[src/sv/assert_macros.svh]
// Assertion macros for the softmax core.
`ifndef ASSERT_MACROS_SVH
`define ASSERT_MACROS_SVH
`ifndef NO_ASSERTIONS
`define ASSERT_IMPLIES(label, clk, rst_n, a, c) \
    label: assert property (@(posedge clk) disable iff (!rst_n) (a) |-> (c)) \
        else $error("assertion failed");
`define ASSERT_NEXT(label, clk, rst_n, a, c) \
    label: assert property (@(posedge clk) disable iff (!rst_n) (a) |=> (c)) \
        else $error("assertion failed");
`else
`define ASSERT_IMPLIES(label, clk, rst_n, a, c)
`define ASSERT_NEXT(label, clk, rst_n, a, c)
`endif
`endif

[src/sv/smx_pkg.sv]
// ----------------------------------------------------------------------------
// Softmax package
// Shared constants and types for the softmax core.
// ----------------------------------------------------------------------------
package smx_pkg;
    localparam int MAX_LENGTH = 64;
    localparam int IDX_W = $clog2(MAX_LENGTH);
    localparam int CNT_W = $clog2(MAX_LENGTH + 1);
    localparam int FIFO_DEPTH = 4;
    localparam int FIFO_AW = $clog2(FIFO_DEPTH);

    // One job handed from the front end to the back end.
    typedef struct packed {
        logic [31:0]      value;
        logic [IDX_W-1:0] index;
        logic             last;
        logic             first;
    } job_t;
endpackage

[src/sv/smx_front.sv]
// ----------------------------------------------------------------------------
// Softmax front end
// Accepts scores, tracks the length count and tags each with index and flags.
// ----------------------------------------------------------------------------
module smx_front
    import smx_pkg::*;
(
    input  logic        clk,
    input  logic        rst_n,
    input  logic        cfg_we,
    input  logic [6:0]  cfg_len,
    input  logic        in_valid,
    output logic        in_ready,
    input  logic [31:0] in_score,
    output logic        job_valid,
    output job_t        job,
    input  logic        job_full
);
    logic [CNT_W-1:0] cnt_reg;
    logic [CNT_W-1:0] n;
    logic [7:0]       len8;

    // Zero acts as one, oversize clamps to the maximum.
    assign len8 = {1'b0, cfg_len};
    always_comb
    begin
        if (len8 == 8'd0)
            n = CNT_W'(1);
        else if (len8 > 8'(MAX_LENGTH))
            n = CNT_W'(MAX_LENGTH);
        else
            n = CNT_W'(len8);
    end

    assign in_ready   = !job_full;
    assign job_valid  = in_valid && in_ready;
    assign job.value  = in_score;
    assign job.index  = cnt_reg[IDX_W-1:0];
    assign job.first  = (cnt_reg == '0);
    assign job.last   = (cnt_reg + 1'b1 >= n);

    always_ff @(posedge clk or negedge rst_n)
    begin
        if (!rst_n)
            cnt_reg <= '0;
        else if (cfg_we)
            cnt_reg <= '0;
        else if (job_valid)
            cnt_reg <= job.last ? '0 : cnt_reg + 1'b1;
    end
endmodule

[config.mk]
export PLATFORM = sky130hd
export DESIGN_NAME = smx_front
export DESIGN_NICKNAME = d
export VERILOG_FILES = /design/src/sv/assert_macros.svh /design/src/sv/smx_pkg.sv /design/src/sv/smx_front.sv
export SDC_FILE = /design/constraint.sdc
export NUM_CORES = 1
export LEC_CHECK = 0
export BUFFER_PORTS_ARGS = -buffer_cell sky130_fd_sc_hd__clkbuf_2
export CAP_MARGIN = 10
export CORE_UTILIZATION = 34
export CTS_CLUSTER_DIAMETER = 120
export DETAILED_ROUTE_END_ITERATION = 7
export GPL_TIMING_DRIVEN = 1
export PLACE_DENSITY = 0.76
export SLEW_MARGIN = 20
export SYNTH_ARGS = -nofsm -noshare
export SYNTH_HDL_FRONTEND = slang
export SYNTH_SLANG_ARGS = --single-unit
[constraint.sdc]
create_clock -name clk -period 2.3 [get_ports clk]
set_clock_uncertainty 0.2 [all_clocks]
set_input_delay 0.115 -clock clk [delete_from_list [all_inputs] [get_ports clk]]
set_output_delay 0.115 -clock clk [all_outputs]
set_load 0.01 [all_outputs]
Word-level counts from Yosys, hierarchy flattened
Cells that the tools add are included.
Cells by class
  equal/unequal tests: 0
  add/sub/neg operators: 1
  div/mod/pow operators: 0
  multiply operators: 0
  reduce and logical (&&, ||, !) cells: 5
  muxes and demuxes: 5
  magnitude comparators: 2
  bitwise logic cells: 0
  shift-type cells: 0
Operator list (count)
  7-bit two-way mux: 5
  8-bit logical NOT: 1
  7-bit by 1-bit adder with 7-bit output (second input constant): 1
  7-bit >= comparator: 1
  7-bit > comparator (second input constant): 1
  7-bit logical NOT: 1
  2-bit nonzero test: 1
  1-bit logical AND: 1
  1-bit logical NOT: 1
Word-level totals
  memory bits (read-only): 0
  output and inout port bits: 42
  bits in latches: 0
  bits in registers: 7
  memory bits (writable): 0
  word-level logic and storage cells: 14
  memories kept: 0

Longest topological paths before layout
Gate-level depths: netlist of the first run.
  depth in word-level cells: 7
  mapped depth: 11
  mapped depth without buffers: 10

Least setup slack after synthesis of the first run
OpenSTA, ideal clock, no wires.
  path type: reg-to-reg
  start: register cnt_reg[0]
  end: register cnt_reg[2]
  library setup time: 0.075 ns
  arrival: 2.293 ns
  clock period less this slack: 2.568 ns
  path slack: -0.268 ns
  stages on the path, launching flop included: 11
  data required time: 2.025 ns
  cells stage by stage: dfrtp_1 ha_1 nand3_1 xor2_1 inv_1 ha_1 a211oi_1 nor2_1 or3_1 buf_6 o2bb2ai_2
Between the ends
  longest elaborated chain between the ends: 5
RTL lines
  start, declared: line smx_front.sv:19  | logic [CNT_W-1:0] cnt_reg;
  start signal, assigned: line smx_front.sv:49  | cnt_reg <= job.last ? '0 : cnt_reg + 1'b1;
  7-bit by 1-bit adder with 7-bit output (*): line smx_front.sv:40, smx_front.sv:49
  7-bit >= comparator: line smx_front.sv:40  | assign job.last = (cnt_reg + 1'b1 >= n);
  7-bit two-way mux (*): line smx_front.sv:49
  7-bit two-way mux (*): line smx_front.sv:48  | else if (job_valid)
  7-bit two-way mux (*): line smx_front.sv:46  | else if (cfg_we)
Mark *: on every way between the ends. The rest lies on a longest branch, timed or not. The select of a mux whose other input is x is not followed.
A chain may end at the register's enable or synchronous reset.

==> results of run 1 <==
==> cell type report <==
class,instances,share of cell area (%)
Inverter,10,3.645
Tap cell,30,3.645
Timing Repair Buffer,36,21.39
Clock buffer,4,2.552
Multi-Input combinational cell,59,51.40
Sequential cell,7,17.38
==> worst max-delay path, stage by stage (launching register included) <==
cell	delay, ns
dfrtp_2	0.44
and3_4	0.19
nand3_2	0.08
xor2_2	0.17
inv_1	0.07
ha_1	0.29
nand4_1	0.11
nor3_2	0.06
buf_4	0.13
or3_1	0.30
buf_2	0.15
==> kinds of logic after synthesis <==
group | count (synthesis) | share of synthesized area [%]
flip-flops | 7 | 18.59
adder cells (fa/ha/maj) | 9 | 11.95
XOR/XNOR | 5 | 4.648
buffers and inverters | 50 | 35.86
AND/OR/NAND/NOR | 33 | 17.26
AO/OA/AOI/OAI | 12 | 11.68
==> timing repair <==
item | CTS | global route
pin swaps | 5 | 6
resized for setup | 5 | 5
hold buffers | 1 | 0
hold endpoints to repair | 7 | 0
endpoints found under the setup margin | 8 | 8
buffers inserted | 1 | 1
==> worst max-delay path by stage <==
| stage | from | to | slack [ns] | cells after the start |
|---|---|---|---|---|
| 6_report | cnt_reg[1]$_DFFE_PN0P_ | job[1] | -0.27 | 10 |
| 5_1_grt | cnt_reg[1]$_DFFE_PN0P_ | job[1] | -0.43 | 11 |
| 4_1_cts | cnt_reg[1]$_DFFE_PN0P_ | job[1] | -0.33 | 11 |
| 3_5_place_dp | cnt_reg[1]$_DFFE_PN0P_ | cnt_reg[2]$_DFFE_PN0P_ | -0.19 | 9 |
| 3_3_place_gp | cnt_reg[0]$_DFFE_PN0P_ | cnt_reg[0]$_DFFE_PN0P_ | -0.15 | 9 |
| 2_1_floorplan | cnt_reg[0]$_DFFE_PN0P_ | cnt_reg[0]$_DFFE_PN0P_ | -0.01 | 11 |
==> cell usage in the layout, fill, tap and decap left out, types with 2 or more instances in the layout <==
cell and n:
a211oi_2 2, buf_4 14, clkbuf_2 20, clkbuf_4 3, dfrtp_1 4, dfrtp_2 3
ha_1 6, ha_4 3, inv_1 9, nand2_1 12, nor2_1 6, nor3_1 2
o21ai_2 5, or3_1 2, xor2_1 2, xor2_2 2
==> power by group through the flow <==
stage          combinational (W)  clock (W)  sequential, W
2_1_floorplan           0.000108          0       0.000132
3_3_place_gp           0.0000802          0       0.000131
3_5_place_dp           0.0000832          0       0.000131
4_1_cts                0.0000849   0.000118       0.000129
5_1_grt                0.0000978   0.000125       0.000130
6_report               0.0000874   0.000114       0.000129
==> layer usage <==
layer  GRT usage [%]  routed length, um
met5               0                  0
met4           11.97                 83
met3           6.389                198
met2           26.10               1055
met1           15.97                748
==> stage by stage <==
| stage | hold WS [ns] | total power, W | setup TNS [ns] |
|---|---|---|---|
| final | 0.01295 | 0.0003309 | -1.196 |
| after global routing | 0.03002 | 0.0003524 | -2.501 |
| after CTS | 0.01473 | 0.0003321 | -1.262 |
| after detailed placement | -0.2422 | 0.0002141 | -1.240 |
| after global placement | -0.2443 | 0.0002111 | -1.086 |
| after floorplan | -0.3806 | 0.0002396 | -0.06167 |
==> flow_summary.json, run 1 <==
{
  "core_area_um2": 2545,
  "max_slew_margin_pct": 74.68,
  "setup_viol": 8,
  "post-route-min-period_ns": 2.571,
  "num_antenna_cells": 0,
  "combPwrFrac_pct": 26.4,
  "avgSynthCellArea_um2": 8.122,
  "reg2reg_to": "cnt_reg[2]$_DFFE_PN0P_",
  "initial_core_util_pct": 37.02,
  "syn_nets": 169,
  "fin_ws_ns": -0.2714,
  "hpwl_mm": 1.703,
  "clk_latency_ns": 0.26,
  "netSwitchingFraction_pct": 28.91,
  "power_frac_seq_pct": 39.1,
  "grt_max_degree": 8,
  "largest_register_ffs": 7,
  "status": "finished with violations",
  "synth.top_cells.by_count": "buf_4, nand2_1, inv_1, ha_1",
  "root_buffer": "clkbuf_4",
  "cts_max_level": 1,
  "hold_viol": 0,
  "clock_path_buffers": 2,
  "drt_iter0_markers": 4,
  "fin_cells": 146,
  "ir_drop_mv": 0.1335,
  "netlist_area_um2": 942.2,
  "period_share_pct": 111.8,
  "totalWireLength_mm": 2.086,
  "hold_depth": 4,
  "port_buffers": 21,
  "dr.pass1.iters": 4,
  "required_ns": 1.99,
  "area_delta_synth_final_pct": 9.296,
  "tightest_slew_ns": 0.3798,
  "fp-row-count": 18,
  "intPower_w": 0.0002352,
  "switchingPower_w": 0.00009564,
  "grt_pass1_wl_mm": 3.194,
  "postLayoutCoreUtil_pct": 40.46,
  "p_leak_nw": 0.5134,
  "vias": 696,
  "synth_most_common_cell": "buf_4",
  "rrSetupSlack_ns": -0.18,
  "die_width_um": 54.64,
  "dp_cells": 139,
  "synth_edf_count": 0,
  "drv_slew": 0,
  "critPathLaunchType": "flip-flop",
  "dieArea_um2": 2986,
  "clkPwrFrac_pct": 34.5,
  "io_pins": 86,
  "placed_area_um2": 933.4,
  "path_max_fanout": 5,
  "nets": 170,
  "critPathKind": "flip-flop to output port",
  "grt_pass1_vias": 670,
  "final-seq-area_um2": 178.9,
  "layout-drive-gt1-share_pct": 55.17,
  "cp-end-kind": "output port",
  "min_from": "cfg_we",
  "avgViaCountPerCell": 4.767,
  "ys.flop_type": "dfrtp_1",
  "multi_input_area_um2": 529.3,
  "drc": 0,
  "ys_seq_elements": 7,
  "drv_cap": 0,
  "wl_per_cell_um": 14.29,
  "fillers": 264,
  "clk_pin_slew_ns": 0.05,
  "min_to": "cnt_reg[4]$_DFFE_PN0P_",
  "rr_worst_depth": 11,
  "cts.sinks": 7,
  "synthCells": 116,
  "failed_checks": "negative setup slack",
  "critPathArrivalTime_ns": 2.26,
  "numCtsBuffers": 3,
  "synth_area_leaders": "buf_4, dfrtp_1, ha_1",
  "ys_seq_area_share_pct": 18.59,
  "place.gp.congestion": 0.8326,
  "cts_tree": "built",
  "yosysTopAreaCellShare_pct": 30.28,
  "post-place-ws_ns": -0.1913,
  "rsz0062_at_grt": "yes",
  "die_h_um": 54.64,
  "ant_nets": 0,
  "powerDensity_nw_per_um2": 321.3,
  "timing.rr.start": "cnt_reg[1]$_DFFE_PN0P_",
  "final_area_um2": 1030,
  "yosysWarnings": 0,
  "yosys.area.top_type": "buf_4",
  "async_flop_share_pct": 100.0,
  "grt_usage_pct": 15.91,
  "hp-class": "primary input to flip-flop",
  "grt-ovfl-total": 0,
  "ys_types": 27,
  "grt_antenna_before_repair": 0,
  "clock.fmax_mhz": 388.9
}
Power figures use the tool's default switching activity.
==> run 2, diff against run 1 <==
- BUFFER_PORTS_ARGS: -buffer_cell sky130_fd_sc_hd__clkbuf_2 -> not set
- CORE_UTILIZATION: 34 -> 55
- DONT_BUFFER_PORTS: not set -> 1
- PLACE_DENSITY: 0.76 -> 0.81
==> run 2 against run 1 <==
Effect of this change: the flow finishes with violations (design-rule violations, negative setup slack); final cell count fell by 22%; via count fell by 6.3%; global-route usage rose by 4.3 points; largest cell class unchanged; largest power group unchanged.
==> flow_summary.json, run 2 (synthesis gave the netlist of run 1 again) <==
{
  "core_area_um2": 1559,
  "avgViaCountPerCell": 5.719,
  "final_area_um2": 970.9,
  "grt_usage_pct": 20.24,
  "cts_tree": "built",
  "drv_cap": 0,
  "critPathKind": "flip-flop to output port",
  "grt_pass1_vias": 653,
  "area_delta_synth_final_pct": 3.054,
  "status": "finished with violations",
  "post-place-ws_ns": -0.1952,
  "layout-drive-gt1-share_pct": 51.02,
  "place.gp.congestion": 0.8542,
  "dp_cells": 103,
  "setup_viol": 2,
  "power_w": 0.0003176,
  "failed_checks": "design-rule violations, negative setup slack",
  "wl_per_cell_um": 15.29,
  "final_cell_mix": "buf_4, nand2_1, inv_1",
  "hpwl_mm": 1.413,
  "fin_cells": 114,
  "max_slew_margin_pct": 74.79,
  "numCtsBuffers": 3,
  "hp-class": "primary input to output port",
  "post-route-min-period_ns": 2.479,
  "cp-end-kind": "output port",
  "ir_drop_mv": 0.1435,
  "drc": 3,
  "grt_pass1_wl_mm": 2.725,
  "fp-row-count": 14,
  "clk_pin_slew_ns": 0.05,
  "cts_max_level": 1,
  "path_max_fanout": 5,
  "initial_core_util_pct": 60.43,
  "die_h_um": 43.39,
  "placed_area_um2": 803.3,
  "final_common_cell": "buf_4",
  "clock_path_buffers": 2,
  "critPathLaunchType": "flip-flop",
  "root_buffer": "clkbuf_4",
  "drv_slew": 0,
  "fin_ws_ns": -0.1792,
  "rrSetupSlack_ns": -0.03,
  "p_leak_nw": 0.4428,
  "grt_max_degree": 8,
  "port_buffers": 0,
  "dr.pass1.iters": 6,
  "dieArea_um2": 1883,
  "clock.fmax_mhz": 403.4,
  "period_share_pct": 107.8,
  "powerDensity_nw_per_um2": 327.1,
  "grt-ovfl-total": 0,
  "clk_latency_ns": 0.26,
  "nets": 152,
  "grt_antenna_before_repair": 0,
  "die_width_um": 43.39,
  "cts.sinks": 7,
  "ant_nets": 0,
  "io_pins": 86,
  "num_antenna_cells": 0,
  "rsz0062_at_grt": "yes",
  "required_ns": 1.99,
  "hold_viol": 0,
  "tightest_slew_ns": 0.3768,
  "drt_iter0_markers": 7,
  "vias": 652,
  "largest_register_ffs": 7,
  "totalWireLength_mm": 1.743,
  "critPathArrivalTime_ns": 2.16
}
run 2: cell types whose count changed in the layout (fill, tap and decap cells not counted), moves of 2 or more:
cell	delta
or3_4	+2
clkbuf_2	-20
dlygate4sd3_1	+2
or3_1	-2
run 2: timing repair:
item                       in CTS  in global routing
hold buffers                    3                  0
buffers inserted                2                  2
hold endpoints to repair       13                  0
pin swaps                       4                  4
setup endpoints to repair       8                  8
gates resized for setup         5                 11
run 2: worst paths after layout:
check | start | to | cells past startpoint
max | cnt_reg[0]$_DFFE_PN0P_ | job[1] | 10
min | in_score[7] | job[15] | 0
max reg2reg | cnt_reg[0]$_DFFE_PN0P_ | cnt_reg[2]$_DFFE_PN0P_ | 11
min reg2reg | cnt_reg[6]$_DFFE_PN0P_ | cnt_reg[6]$_DFFE_PN0P_ | 2
max in group asynchronous | rst_n | cnt_reg[0]$_DFFE_PN0P_ | 2
min in group asynchronous | rst_n | cnt_reg[3]$_DFFE_PN0P_ | 2
run 2: stage by stage:
step                      hold slack (ns)  setup TNS [ns]  util (%)
final                             0.03000         -0.2100     62.28
after global routing              0.03002         -0.7538     62.28
after CTS                         0.03007          -1.423     58.03
after detailed placement          -0.3804          -1.286     51.52
after global placement            -0.3804          -1.005     51.52
after floorplan                   -0.3806        -0.06167         -
run 2: worst max-delay path, stage by stage, from the launching register on:
cell     delay [ns]
dfrtp_2        0.44
ha_4           0.18
nand3_4        0.12
nor2_4         0.05
xnor2_2        0.21
inv_2          0.07
ha_4           0.22
nand4_1        0.08
nor3_2         0.06
buf_4          0.14
or3_4          0.35
run 2: layout make-up:
cell class                 instances  area [um^2]
fill                             123        588.1
multi-input combinational         59        566.8
sequential                         7        177.7
timing repair buffer              18        142.6
inverter                          10        37.54
clock buffer                       4        26.28
tap                               16        20.02
run 2: power by group:
group          internal [W]  switching, W
sequential         0.000126    0.00000330
clock             0.0000663     0.0000476
combinational     0.0000356     0.0000390
total              0.000228     0.0000899
run 2: metal layers:
layer | vias up | part of all wire [%] | global-route usage, % | routed length (um)
met5 | - | 0 | 0 | 0
met4 | 0 | 4.4 | 15.63 | 76
met3 | 11 | 8.8 | 7.083 | 154
met2 | 44 | 49 | 32.73 | 851
met1 | 294 | 38 | 21.52 | 660
li1 | 303 | - | - | -
