**src/sv/assert_macros.svh**
```systemverilog
// Assertion macros for the softmax core.
`ifndef ASSERT_MACROS_SVH
`define ASSERT_MACROS_SVH
`ifndef NO_ASSERTIONS
`define ASSERT_IMPLIES(label, clk, rst_n, a, c) \
    label: assert property (@(posedge clk) disable iff (!rst_n) (a) |-> (c)) \
        else $error("assertion failed");
`define ASSERT_NEXT(label, clk, rst_n, a, c) \
    label: assert property (@(posedge clk) disable iff (!rst_n) (a) |=> (c)) \
        else $error("assertion failed");
`else
`define ASSERT_IMPLIES(label, clk, rst_n, a, c)
`define ASSERT_NEXT(label, clk, rst_n, a, c)
`endif
`endif

```
**src/sv/smx_pkg.sv**
```systemverilog
// ----------------------------------------------------------------------------
// Softmax package
// Shared constants and types for the softmax core.
// ----------------------------------------------------------------------------
package smx_pkg;
    localparam int MAX_LENGTH = 64;
    localparam int IDX_W = $clog2(MAX_LENGTH);
    localparam int CNT_W = $clog2(MAX_LENGTH + 1);
    localparam int FIFO_DEPTH = 4;
    localparam int FIFO_AW = $clog2(FIFO_DEPTH);

    // One job handed from the front end to the back end.
    typedef struct packed {
        logic [31:0]      value;
        logic [IDX_W-1:0] index;
        logic             last;
        logic             first;
    } job_t;
endpackage

```
**src/sv/smx_fifo.sv**
```systemverilog
// ----------------------------------------------------------------------------
// Softmax job queue
// Short queue decoupling the load front end from the compute back end.
// ----------------------------------------------------------------------------
module smx_fifo
    import smx_pkg::*;
(
    input  logic clk,
    input  logic rst_n,
    input  logic wr_en,
    input  job_t wr_data,
    output logic full,
    input  logic rd_en,
    output job_t rd_data,
    output logic empty
);
    job_t                 mem [FIFO_DEPTH];
    logic [FIFO_AW-1:0]   wp_reg, rp_reg;
    logic [FIFO_AW:0]     cnt_reg;

    assign full    = (cnt_reg == (FIFO_AW+1)'(FIFO_DEPTH));
    assign empty   = (cnt_reg == '0);
    assign rd_data = mem[rp_reg];

    always_ff @(posedge clk)
    begin
        if (wr_en && !full)
            mem[wp_reg] <= wr_data;
    end

    always_ff @(posedge clk or negedge rst_n)
    begin
        if (!rst_n)
        begin
            wp_reg  <= '0;
            rp_reg  <= '0;
            cnt_reg <= '0;
        end
        else
        begin
            if (wr_en && !full)
                wp_reg <= wp_reg + 1'b1;
            if (rd_en && !empty)
                rp_reg <= rp_reg + 1'b1;
            cnt_reg <= cnt_reg + (FIFO_AW+1)'(wr_en && !full)
                               - (FIFO_AW+1)'(rd_en && !empty);
        end
    end
endmodule

```
**config.mk**
```make
export PLATFORM = sky130hd
export DESIGN_NAME = smx_fifo
export DESIGN_NICKNAME = d
export VERILOG_FILES = /design/src/sv/assert_macros.svh /design/src/sv/smx_pkg.sv /design/src/sv/smx_fifo.sv
export SDC_FILE = /design/constraint.sdc
export NUM_CORES = 1
export LEC_CHECK = 0
export CAP_MARGIN = 5
export CORE_UTILIZATION = 60
export DETAILED_ROUTE_END_ITERATION = 6
export DONT_BUFFER_PORTS = 1
export HOLD_SLACK_MARGIN = 0.05
export PLACE_DENSITY = 0.82
export REMOVE_ABC_BUFFERS = 1
export SKIP_LAST_GASP = 1
export SYNTH_ARGS = -nofsm -noshare
export SYNTH_HDL_FRONTEND = slang
export SYNTH_SLANG_ARGS = --single-unit
```
**constraint.sdc**
```tcl
create_clock -name clk -period 3.75 [get_ports clk]
set_input_delay 0.375 -clock clk [delete_from_list [all_inputs] [get_ports clk]]
set_output_delay 0.375 -clock clk [all_outputs]
set_load 0.01 [all_outputs]
```
# --- Word level (Yosys, flattened, before mapping) ---
# Memory sizes are Yosys's and may differ from the RTL's.
# Index checks and enable logic that the tools add are counted.
classes:
  n_addsub: 4
  mul: 0
  div: 0
  n_lt_le_gt_ge: 0
  eq_ne: 1
  n_shift: 0
  mux: 2
  bitwise_logic: 0
  reduce_logical: 5
op_table:
  columns: ["op", "count"]
  rows:
  - ["2-bit by 1-bit adder with 2-bit output (second input constant)", 2]
  - ["3-bit by 1-bit adder with 3-bit output", 1]
  - ["3-bit equality test (second input constant)", 1]
  - ["3-bit logical NOT", 1]
  - ["3-bit by 1-bit subtractor with 3-bit output", 1]
  - ["1-bit logical AND", 2]
  - ["1-bit logical NOT", 2]
  - ["1-bit two-way mux", 2]
totals:
  reg_bits: 7
  latchBits: 0
  ram_bits: 160
  romBits: 0
  output_inout_bits: 42
  wordCells: 16
  mem_count: 1
mem_list:
  columns: ["memory", "words", "word_bits", "rd", "rd_ports_with_merged_regs", "wr", "line_no", "rtl"]
  rows:
  - ["mem", 4, 40, 1, 0, 1, "smx_fifo.sv:17", "job_t mem [FIFO_DEPTH];"]

# --- Longest topological paths before layout ---
# Gate-level depths: netlist (run 1).
depth:
  word_depth: 5
  ltp_mapped: 8
  mapped_depth_nobuf: 8

# --- Worst setup path before layout (run 1) ---
# OpenSTA, ideal clock, no wires.
synth_path:
  path_kind: "register to register"
  start: "reg cnt_reg[2]"
  end: "mem mem[0][0] (netlist bit), enable pin"
  setup_ns: 0.401
  arrival_time_ns: 1.703
  slack_ns: 1.646
  path_stages_with_launch: 3
  n_path_buf: 0
  cell_sequence: "dfrtp_1 -> nor3b_4 -> and3b_1"
synth_via:
  elab_chain_len: 5
synth_rtl:
  columns: ["item", "line_no", "rtl"]
  rows:
  - ["from (decl)", "smx_fifo.sv:19", "logic [FIFO_AW:0] cnt_reg;"]
  - ["from (signal assigned)", "smx_fifo.sv:45", "cnt_reg <= cnt_reg + (FIFO_AW+1)'(wr_en && !full)"]
  - ["3-bit equality test", "smx_fifo.sv:21", "assign full = (cnt_reg == (FIFO_AW+1)'(FIFO_DEPTH));"]
  - ["via full", "smx_fifo.sv:12", "output logic full,"]
  - ["1-bit logical NOT", "smx_fifo.sv:27", "if (wr_en && !full)"]
  - ["1-bit logical AND", "smx_fifo.sv:27", null]
  - ["1-bit two-way mux", "smx_fifo.sv:27", null]
  - ["1-bit two-way mux (implied by the code)", "smx_fifo.sv:28", "mem[wp_reg] <= wr_data;"]
  - ["to (decl)", "smx_fifo.sv:17", null]
# The timed path passes the listed nets, and every way through them passes these cells.

==> results of run 1 <==
==> placed cells by master, fill, tap and decap left out <==
cell type,n
o211ai_1,2
dfrtp_4,1
dfrtp_2,1
fa_1,1
mux4_2,38
edfxtp_1,160
clkbuf_1,1
o31ai_1,1
mux4_1,2
nor3b_4,1
dfrtp_1,5
nand2_1,1
clkinv_1,2
ha_1,6
inv_1,6
clkinv_2,2
nor3_1,1
clkinv_4,1
o311ai_0,1
clkbuf_16,16
xnor2_1,4
clkinvlp_4,4
nand4bb_1,2
and3b_2,4
clkbuf_8,1
dlygate4sd3_1,43
nand2b_1,4
bufinv_16,5
==> metal layers <==
metal	up-vias	GRT usage, %
li1	1167	-
met1	1416	28.7
met2	96	35.9
met3	14	7.33
met4	0	7.96
met5	-	0
==> layout make-up <==
| class | count | area, sq um | share of cell area, % |
|---|---|---|---|
| Clock inverter | 14 | 206 | 2.78 |
| Tap cell | 136 | 170 | 2.29 |
| Multi-Input combinational cell | 68 | 1180 | 16.0 |
| Clock buffer | 18 | 418 | 5.63 |
| Timing Repair Buffer | 43 | 430 | 5.80 |
| Inverter | 6 | 22.5 | 0.304 |
| Sequential cell | 167 | 4980 | 67.2 |
==> what timing repair did <==
item | in CTS | in global routing
setup buffers | 0 | 0
endpoints found under the hold margin | 171 | 0
hold buffers | 43 | 0
endpoints found under the setup margin | 0 | 0
==> through the flow <==
stage                     cell area, sq um  util [%]
after floorplan                       6180         -
after global placement                6360      62.2
after detailed placement              6360      62.2
after CTS                             7420      72.5
after global routing                  7420      72.5
final                                 7420      72.5
==> final timing paths <==
| path | start | endpoint | slack (ns) | depth (start not counted) |
|---|---|---|---|---|
| min in group clk | wr_en | cnt_reg[0] | 0.35 | 4 |
| worst max-delay path | rp_reg[0] | rd_data[36] | 1.18 | 1 |
| max in group asynchronous | rst_n | rp_reg[0] | 3.29 | 1 |
| worst min register to register | wp_reg[1] | wp_reg[1] | 0.62 | 2 |
| worst min-delay path | rst_n | wp_reg[0] | 0.18 | 1 |
| worst max register to register | cnt_reg[1] | cnt_reg[2] | 1.52 | 8 |
==> power groups by stage <==
| stage | Combinational, W | Sequential [W] | Clock [W] |
|---|---|---|---|
| 6_report | 0.00120 | 0.00282 | 0.00182 |
| 5_1_grt | 0.00128 | 0.00288 | 0.00193 |
| 4_1_cts | 0.00123 | 0.00284 | 0.00185 |
| 3_5_place_dp | 0.00117 | 0.00287 | 0 |
| 3_3_place_gp | 0.00114 | 0.00284 | 0 |
| 2_1_floorplan | 0.000970 | 0.00274 | 0 |
==> cell families (layout without fill, tap and decap cells) <==
kind of cell             Yosys count  in the layout  share of synthesized area (%)
flip-flops                       167            167                           79.1
multiplexers                      40             40                           14.4
buffers and inverters             16             81                           2.19
AND/OR/NAND/NOR                   13             13                           1.75
adder cells (fa/ha/maj)            7              7                           1.51
AO/OA/AOI/OAI                      4              4                          0.497
XOR/XNOR                           4              4                          0.556
==> flow_metrics.tcl, run 1 <==
set metrics [dict create \
    row_count 37 \
    avgSynthCellArea_sq_um 25.1 \
    place_ws_ns 1.54 \
    pwr-share-seq_pct 48.3 \
    final_cell_count_no_fill 452 \
    status "finished clean" \
    hp-class "in -> async" \
    layout-drive-gt1-share_pct 23.4 \
    cp_cell_sequence "mux4_1" \
    p_comb_share_pct 20.6 \
    crit_fanout 42 \
    p_clk_share_pct 31.2 \
    finalSetupViolations 0 \
    path_class "reg -> out" \
    routed_wl_um 10900 \
    ys_types 21 \
    route.vias.total 2693 \
    die_w_um 104 \
    drc 0 \
    antenna_found_initial 0 \
    wl_per_cell_um 24.2 \
    postRouteAntennaNets 0 \
    fillers 553 \
    track_usage_pct 22.3 \
    total_power_w 0.00585 \
    die_h_um 104 \
    largest_reg_flops 160 \
    met1_length_um 4350 \
    start_util_pct 61.6 \
    ys_ff_latch 167 \
    drv_cap 0 \
    swShare_pct 28.0 \
    clkTransAtPathRegs_ns 0.06 \
    clock_sink_count 167 \
    syn_inst 251 \
    slowest_stage "dfrtp_4" \
    fin_setup_tns_ns 0 \
    grt_pass1_vias 2939 \
    synth_top_cell_by_area "edfxtp_1" \
    cts_tree "built" \
    ios 86 \
    synth_area_sq_mm 0.00630 \
    io_buffer_count 0 \
    fmax_ghz 0.388 \
    topRoutingLayerUsed "met4" \
    worst_setup_path_end_kind "output port" \
    max_slew_margin_pct 28.0 \
    async_flop_share_pct 4.19 \
    overflow 0 \
    crit_required_ns 3.38 \
    ctsHtreeMaxLevel 4 \
    p_int_w 0.00421 \
    gp_congestion 0.693 \
    crit_family "flip-flops" \
    die-area_sq_mm 0.0109 \
    fin_skew_ns 0.00506 \
    critPathMaxStageDelay_ns 0.96 \
    power_density_mw_per_mm2 789 \
    path_buf_inv 0 \
    ys_warn_count 0 \
    wl_met2_um 5780 \
    synthTopCellsByCount "edfxtp_1 (160), mux4_2 (38), dfrtp_1 (7)" \
    synthTopCellsByArea "edfxtp_1 (76%), mux4_2 (14%), dfrtp_1 (2.8%), buf_12 (1.3%), ha_1 (1.2%)" \
    insertion_delay_ns 0.53 \
    crit_path_start_kind "flop" \
    period_minus_slack_ns 2.57 \
    ir_worst_vdd_uv 778 \
    timing.hold.ws_ns 0.181 \
    crit_arrival_ns 2.20 \
    first_pass_iters 4 \
    n_antenna_cell 0 \
    vias_per_cell 5.96 \
    rsz0062_at_grt "no" \
    p_leak_nw 2.42 \
    timing_worst_slew_pin_value_ns 1.08 \
    grt_max_degree 43 \
    finalCritPeriodShare_pct 68.6 \
    grt_pass1_wl_um 17000 \
    area_growth_pct 17.8 \
    dp.final_hpwl_um 5690 \
    fin_nets 354 \
    worst_slack_ns 1.18 \
    synth_edf_count 160 \
    numCtsBuffers 17 \
    hold_violations 0 \
    root_buffer "clkbuf_8" \
    drv_slew 0 \
    yosys_most_used_dff "edfxtp_1" \
    wl_met3_um 710 \
    yosys.area.top_type_share_pct 76.3 \
    drtIter0Drc 144 \
    power_switching_w 0.00164 \
    ys_seq_area_share_pct 79.1 \
    clock_path_buffers 2 \
    dp_cells 377 \
    yosysMostFrequentCell "edfxtp_1" \
    ctsResizeCount 0 \
    fp.coreArea_sq_mm 0.0102 \
]
Note: power is estimated with default switching activity, not from simulation.
==> run 2: changes to the inputs <==
--- a/config.mk
+++ b/config.mk
@@ -6,11 +6,11 @@
 export NUM_CORES = 1
 export LEC_CHECK = 0
 export CAP_MARGIN = 5
-export CORE_UTILIZATION = 60
+export CORE_UTILIZATION = 56
 export DETAILED_ROUTE_END_ITERATION = 6
 export DONT_BUFFER_PORTS = 1
 export HOLD_SLACK_MARGIN = 0.05
-export PLACE_DENSITY = 0.82
+export PLACE_DENSITY = 0.8
 export REMOVE_ABC_BUFFERS = 1
 export SKIP_LAST_GASP = 1
 export SYNTH_ARGS = -nofsm -noshare
==> constraint.sdc (replaced) <==
create_clock -name clk -period 2.1 [get_ports clk]
set_input_delay 0.21 -clock clk [delete_from_list [all_inputs] [get_ports clk]]
set_output_delay 0.21 -clock clk [all_outputs]
set_load 0.01 [all_outputs]
==> run 2 against run 1 <==
Net effect: the run now ends with setup timing left; critical endpoint is now cnt_reg[2]; clock power grew 62%; highest routed layer unchanged; sequential power grew 65%; sequential share of layout area shrank 1.3 points; critical path type is now reg -> reg; largest cell class unchanged; flip-flop and latch count is the same; via count grew 1.4%; final cell count grew 4.9%.
==> flow_metrics.tcl, run 2 (same netlist as run 1, synthesis figures left out) <==
set metrics [dict create \
    slowest_stage "dfrtp_1" \
    crit_path_start_kind "flop" \
    final_common_cell "edfxtp_1" \
    fin_skew_ns 0.00692 \
    rsz0062_at_grt "yes" \
    finalCritPeriodShare_pct 100 \
    place_ws_ns 0.0421 \
    timing_worst_slew_pin_value_ns 0.439 \
    fin_util_pct 69.4 \
    hold_path_depth 4 \
    drv_cap 0 \
    layout-drive-gt1-share_pct 28.7 \
    clock_path_buffers 2 \
    largest_reg_flops 160 \
    drc 0 \
    die-area_sq_mm 0.0117 \
    ios 86 \
    routed_wl_um 10400 \
    finalSetupViolations 1 \
    ctsHtreeMaxLevel 4 \
    route.vias.total 2732 \
    postRouteAntennaNets 0 \
    worst_slack_ns -0.00212 \
    cts_tree "built" \
    max_slew_margin_pct 70.4 \
    cp_cell_sequence "o31ai_2, inv_1, ha_1, inv_1, ha_1, fa_1, xnor2_1, xnor2_1" \
    layout_common_cells "edfxtp_1 (160), dlygate4sd3_1 (44), mux4_2 (39)" \
    fillers 644 \
    area_growth_pct 20.0 \
    critPathMaxStageDelay_ns 0.41 \
    vias_per_cell 5.76 \
    grt_max_degree 24 \
    fin_nets 372 \
    worst_setup_path_end_kind "flop" \
    min-delay-start "wr_en" \
    ir_worst_vdd_uv 943 \
    numCtsBuffers 17 \
    crit_fanout 2 \
    fp.coreArea_sq_mm 0.0109 \
    ff2ff_setup_slack_ns -0.002 \
    crit_required_ns 2.53 \
    track_usage_pct 19.7 \
    hp-class "in -> reg" \
    drtIter0Drc 114 \
    wl_per_cell_um 22.0 \
    path_buf_inv 2 \
    power_density_mw_per_mm2 1380 \
    start_util_pct 57.8 \
    overflow 0 \
    hold_path_end "cnt_reg[0]" \
    drv_slew 0 \
    root_buffer "clkbuf_8" \
    crit_arrival_ns 2.54 \
    path_class "reg -> reg" \
    final_cell_count_no_fill 474 \
    gp_congestion 0.715 \
    violations "setup timing" \
    insertion_delay_ns 0.52 \
    rr_worst_depth 8 \
    n_antenna_cell 0 \
    status "finished, violations left" \
    fmax_ghz 0.476 \
    die_h_um 108 \
    reg2reg_to "cnt_reg[2]" \
    crit_family "adder cells" \
    row_count 38 \
    clkTransAtPathRegs_ns 0.07 \
    worstReg2RegStart "cnt_reg[1]" \
    hold_violations 0 \
    p_leak_nw 2.51 \
    post-cts-setup-buffers 0 \
    io_buffer_count 0 \
    grt_pass1_wl_um 15900 \
    grt_pass1_vias 2963 \
    antenna_found_initial 0 \
    die_w_um 108 \
    dp_cells 397 \
    clock_sink_count 167 \
    period_minus_slack_ns 2.10 \
    dp.final_hpwl_um 5950 \
    first_pass_iters 4 \
]
## run 2: report_power, final
group          total (W)  switching [W]  leakage [nW]  internal, W
Sequential       0.00466       0.000259          1.55      0.00440
Clock            0.00295        0.00133         0.274      0.00162
Combinational    0.00283        0.00152         0.693      0.00131
Total             0.0104        0.00311          2.51      0.00733
## run 2: tightest hold or removal path: stages
cell,delay [ns]
nand2b_1,0.06
ha_1,0.22
inv_1,0.05
ha_1,0.11
## run 2: cell type report
class                           instances  area [sq um]  area share [%]
Clock buffer                           17           414            5.48
Sequential cell                       167          4980            65.9
Clock inverter                         15           159            2.10
Timing Repair Buffer                   61           621            8.21
Tap cell                              140           175            2.32
Multi-Input combinational cell         68          1190            15.7
Inverter                                6          22.5           0.298
## run 2: routing by layer
metal / share of wire (%) / vias up / track usage, %
li1: - / 1202 / -
met4: 2.1 / 0 / 8.51
met3: 8.2 / 20 / 7.41
met5: 0 / - / 0
met2: 51 / 103 / 31.6
met1: 39 / 1407 / 24.0
## run 2: worst max-delay path by stage
stage,slack (ns),cells after the start,endpoint,startpoint
3_5_place_dp,0.04,8,cnt_reg[2],cnt_reg[1]
3_3_place_gp,0.14,8,cnt_reg[2],cnt_reg[1]
6_report,-0.002,8,cnt_reg[2],cnt_reg[1]
2_1_floorplan,-0.55,1,rd_data[36],rp_reg[0]
5_1_grt,-0.07,8,cnt_reg[2],cnt_reg[1]
4_1_cts,-0.04,2,rd_data[25],rp_reg[0]
## run 2: metrics by stage
step | total power, W | cell area (sq um) | hold slack, ns | setup TNS, ns
global placement | 0.00733 | 6510 | -0.0854 | 0
floorplan | 0.00663 | 6180 | -0.0856 | -20.59
finish | 0.0104 | 7560 | 0.158 | -0.00212
CTS | 0.0106 | 7560 | 0.126 | -0.590
global route | 0.0109 | 7560 | 0.161 | -0.112
detailed placement | 0.00740 | 6510 | -0.0854 | 0
## run 2: repair_timing
action	in CTS	in global routing
hold buffers	44	0
cloned	1	0
setup endpoints to repair	11	21
hold endpoints to repair	171	0
pin swaps	0	0
resized for setup	1	3
==> run 3: changes to the inputs <==
--- a/config.mk
+++ b/config.mk
@@ -5,8 +5,11 @@
 export SDC_FILE = /design/constraint.sdc
 export NUM_CORES = 1
 export LEC_CHECK = 0
+export ABC_CLOCK_PERIOD_IN_PS = 2100
 export CAP_MARGIN = 5
-export CORE_UTILIZATION = 56
+export CELL_PAD_IN_SITES_DETAIL_PLACEMENT = 1
+export CELL_PAD_IN_SITES_GLOBAL_PLACEMENT = 2
+export CORE_UTILIZATION = 44
 export DETAILED_ROUTE_END_ITERATION = 6
 export DONT_BUFFER_PORTS = 1
 export HOLD_SLACK_MARGIN = 0.05
==> run 3 against run 2 <==
Net effect: the run now ends clean; final cell count increased by 9.5%; via count up 1.6%; routed wire length grew 11%; combinational power is 7.8% higher; total power rose by 2.5%; worst hold slack lost 0.025 ns; sequential share of layout area down 1.5 points; largest cell class unchanged; largest power group unchanged.
==> flow_metrics.tcl, run 3 (same netlist as run 1, synthesis figures left out) <==
set metrics [dict create \
    first_pass_iters 4 \
    reg2reg_to "cnt_reg[2]" \
    grt_pass1_vias 3077 \
    row_count 43 \
    drv_cap 0 \
    ios 86 \
    postRouteAntennaNets 0 \
    start_util_pct 45.2 \
    layout_common_cells "edfxtp_1 (160), dlygate4sd3_1 (43), mux4_2 (38)" \
    drv_slew 0 \
    die_w_um 122 \
    dp_cells 439 \
    largest_reg_flops 160 \
    power_density_mw_per_mm2 1380 \
    final_cell_count_no_fill 519 \
    dp.final_hpwl_um 7030 \
    route.vias.total 2775 \
    path_class "reg -> reg" \
    status "finished clean" \
    grt_max_degree 25 \
    vias_per_cell 5.35 \
    p_clk_share_pct 27.5 \
    crit_arrival_ns 2.34 \
    numCtsBuffers 17 \
    drc 0 \
    insertion_delay_ns 0.42 \
    finalSetupViolations 0 \
    rsz0062_at_grt "yes" \
    overflow 0 \
    finalCritPeriodShare_pct 95.6 \
    power_switching_w 0.00310 \
    grt_pass1_wl_um 17500 \
    worst_setup_path_end_kind "flop" \
    area_growth_pct 22.8 \
    p_int_w 0.00760 \
    die-area_sq_mm 0.0148 \
    ff2ff_setup_slack_ns 0.09 \
    critPathCapture "cnt_reg[2]" \
    fp.coreArea_sq_mm 0.0139 \
    clock_sink_count 167 \
    die_h_um 122 \
    timing_worst_slew_pin_value_ns 0.526 \
    root_buffer "clkbuf_16" \
    cts_tree "built" \
    wl_per_cell_um 22.4 \
    max_slew_margin_pct 65.0 \
    fin_skew_ns 0.00745 \
    antenna_found_initial 1 \
    fin_util_pct 55.5 \
    fmax_ghz 0.498 \
    p_comb_share_pct 28.5 \
    layout-drive-gt1-share_pct 31.1 \
    rr_worst_depth 9 \
    crit_required_ns 2.43 \
    timing.hold.ws_ns 0.133 \
    critPathLaunch "cnt_reg[1]" \
    routed_wl_um 11600 \
    pwr-share-seq_pct 44.0 \
    io_buffer_count 0 \
    clock_path_buffers 2 \
    drtIter0Drc 173 \
    hp-class "in -> async" \
    period_minus_slack_ns 2.01 \
    ctsHtreeMaxLevel 4 \
    clkTransAtPathRegs_ns 0.06 \
    p_leak_nw 2.55 \
    worstReg2RegStart "cnt_reg[1]" \
    hold_violations 0 \
    crit_path_start_kind "flop" \
    track_usage_pct 16.8 \
    crit_fanout 6 \
    fin_setup_tns_ns 0 \
    final_common_cell "edfxtp_1" \
    gp_congestion 0.685 \
    swShare_pct 29.0 \
    ir_worst_vdd_uv 896 \
    fin_nets 377 \
]
-- run 3: critical path, cell delays in order, from the launching register on --
cell and delay (ns):
dfrtp_1 0.40, buf_4 0.17, nor3b_4 0.19, nand2b_4 0.17
ha_4 0.13, inv_2 0.04, ha_4 0.15, fa_2 0.36
xnor2_2 0.15, xnor2_1 0.17
-- run 3: final cells by class --
| cell class | instances | area (sq um) |
|---|---|---|
| tap | 180 | 225 |
| inverter | 6 | 22.5 |
| multi-input combinational | 68 | 1240 |
| fill | 1163 | 6200 |
| clock buffer | 17 | 425 |
| sequential | 167 | 4990 |
| antenna | 1 | 2.50 |
| clock inverter | 14 | 135 |
| timing repair buffer | 66 | 698 |
-- run 3: per-layer routing --
layer	wire length (um)	part of all wire [%]	vias to the layer above	track usage, %
met3	655	5.6	13	6.09
li1	-	-	1217	-
met2	6000	52	72	28.1
met4	155	1.3	0	5.79
met5	0	0	-	0
met1	4810	41	1473	20.2
-- run 3: worst min-delay path by stage --
stage,from,end,depth (start not counted)
global placement,rst_n,cnt_reg[0],0
finish,rst_n,wp_reg[1],1
floorplan,rst_n,cnt_reg[0],0
detailed placement,rst_n,cnt_reg[0],0
CTS,rst_n,cnt_reg[0],1
global route,rst_n,cnt_reg[0],1
-- run 3: power groups by stage --
stage	Combinational, W	Sequential (W)	Clock (W)
CTS	0.00294	0.00475	0.00301
global placement	0.00275	0.00476	0
finish	0.00305	0.00471	0.00294
detailed placement	0.00282	0.00482	0
floorplan	0.00173	0.00490	0
global route	0.00330	0.00478	0.00312
-- run 3: metrics by stage --
stage / total power, W / setup slack [ns] / area (sq um)
after floorplan: 0.00663 / -0.553 / 6180
after global placement: 0.00751 / 0.114 / 6640
after detailed placement: 0.00764 / 0.0120 / 6640
after CTS: 0.0107 / 0.000514 / 7630
after global routing: 0.0112 / -0.0175 / 7730
final: 0.0107 / 0.0925 / 7740
-- run 3: repair_timing --
item	CTS	global route
setup buffers	0	5
pin swaps	0	6
hold buffers	43	0
endpoints found under the setup margin	9	10
gates cloned	0	0
gates resized for setup	1	11
endpoints found under the hold margin	171	0
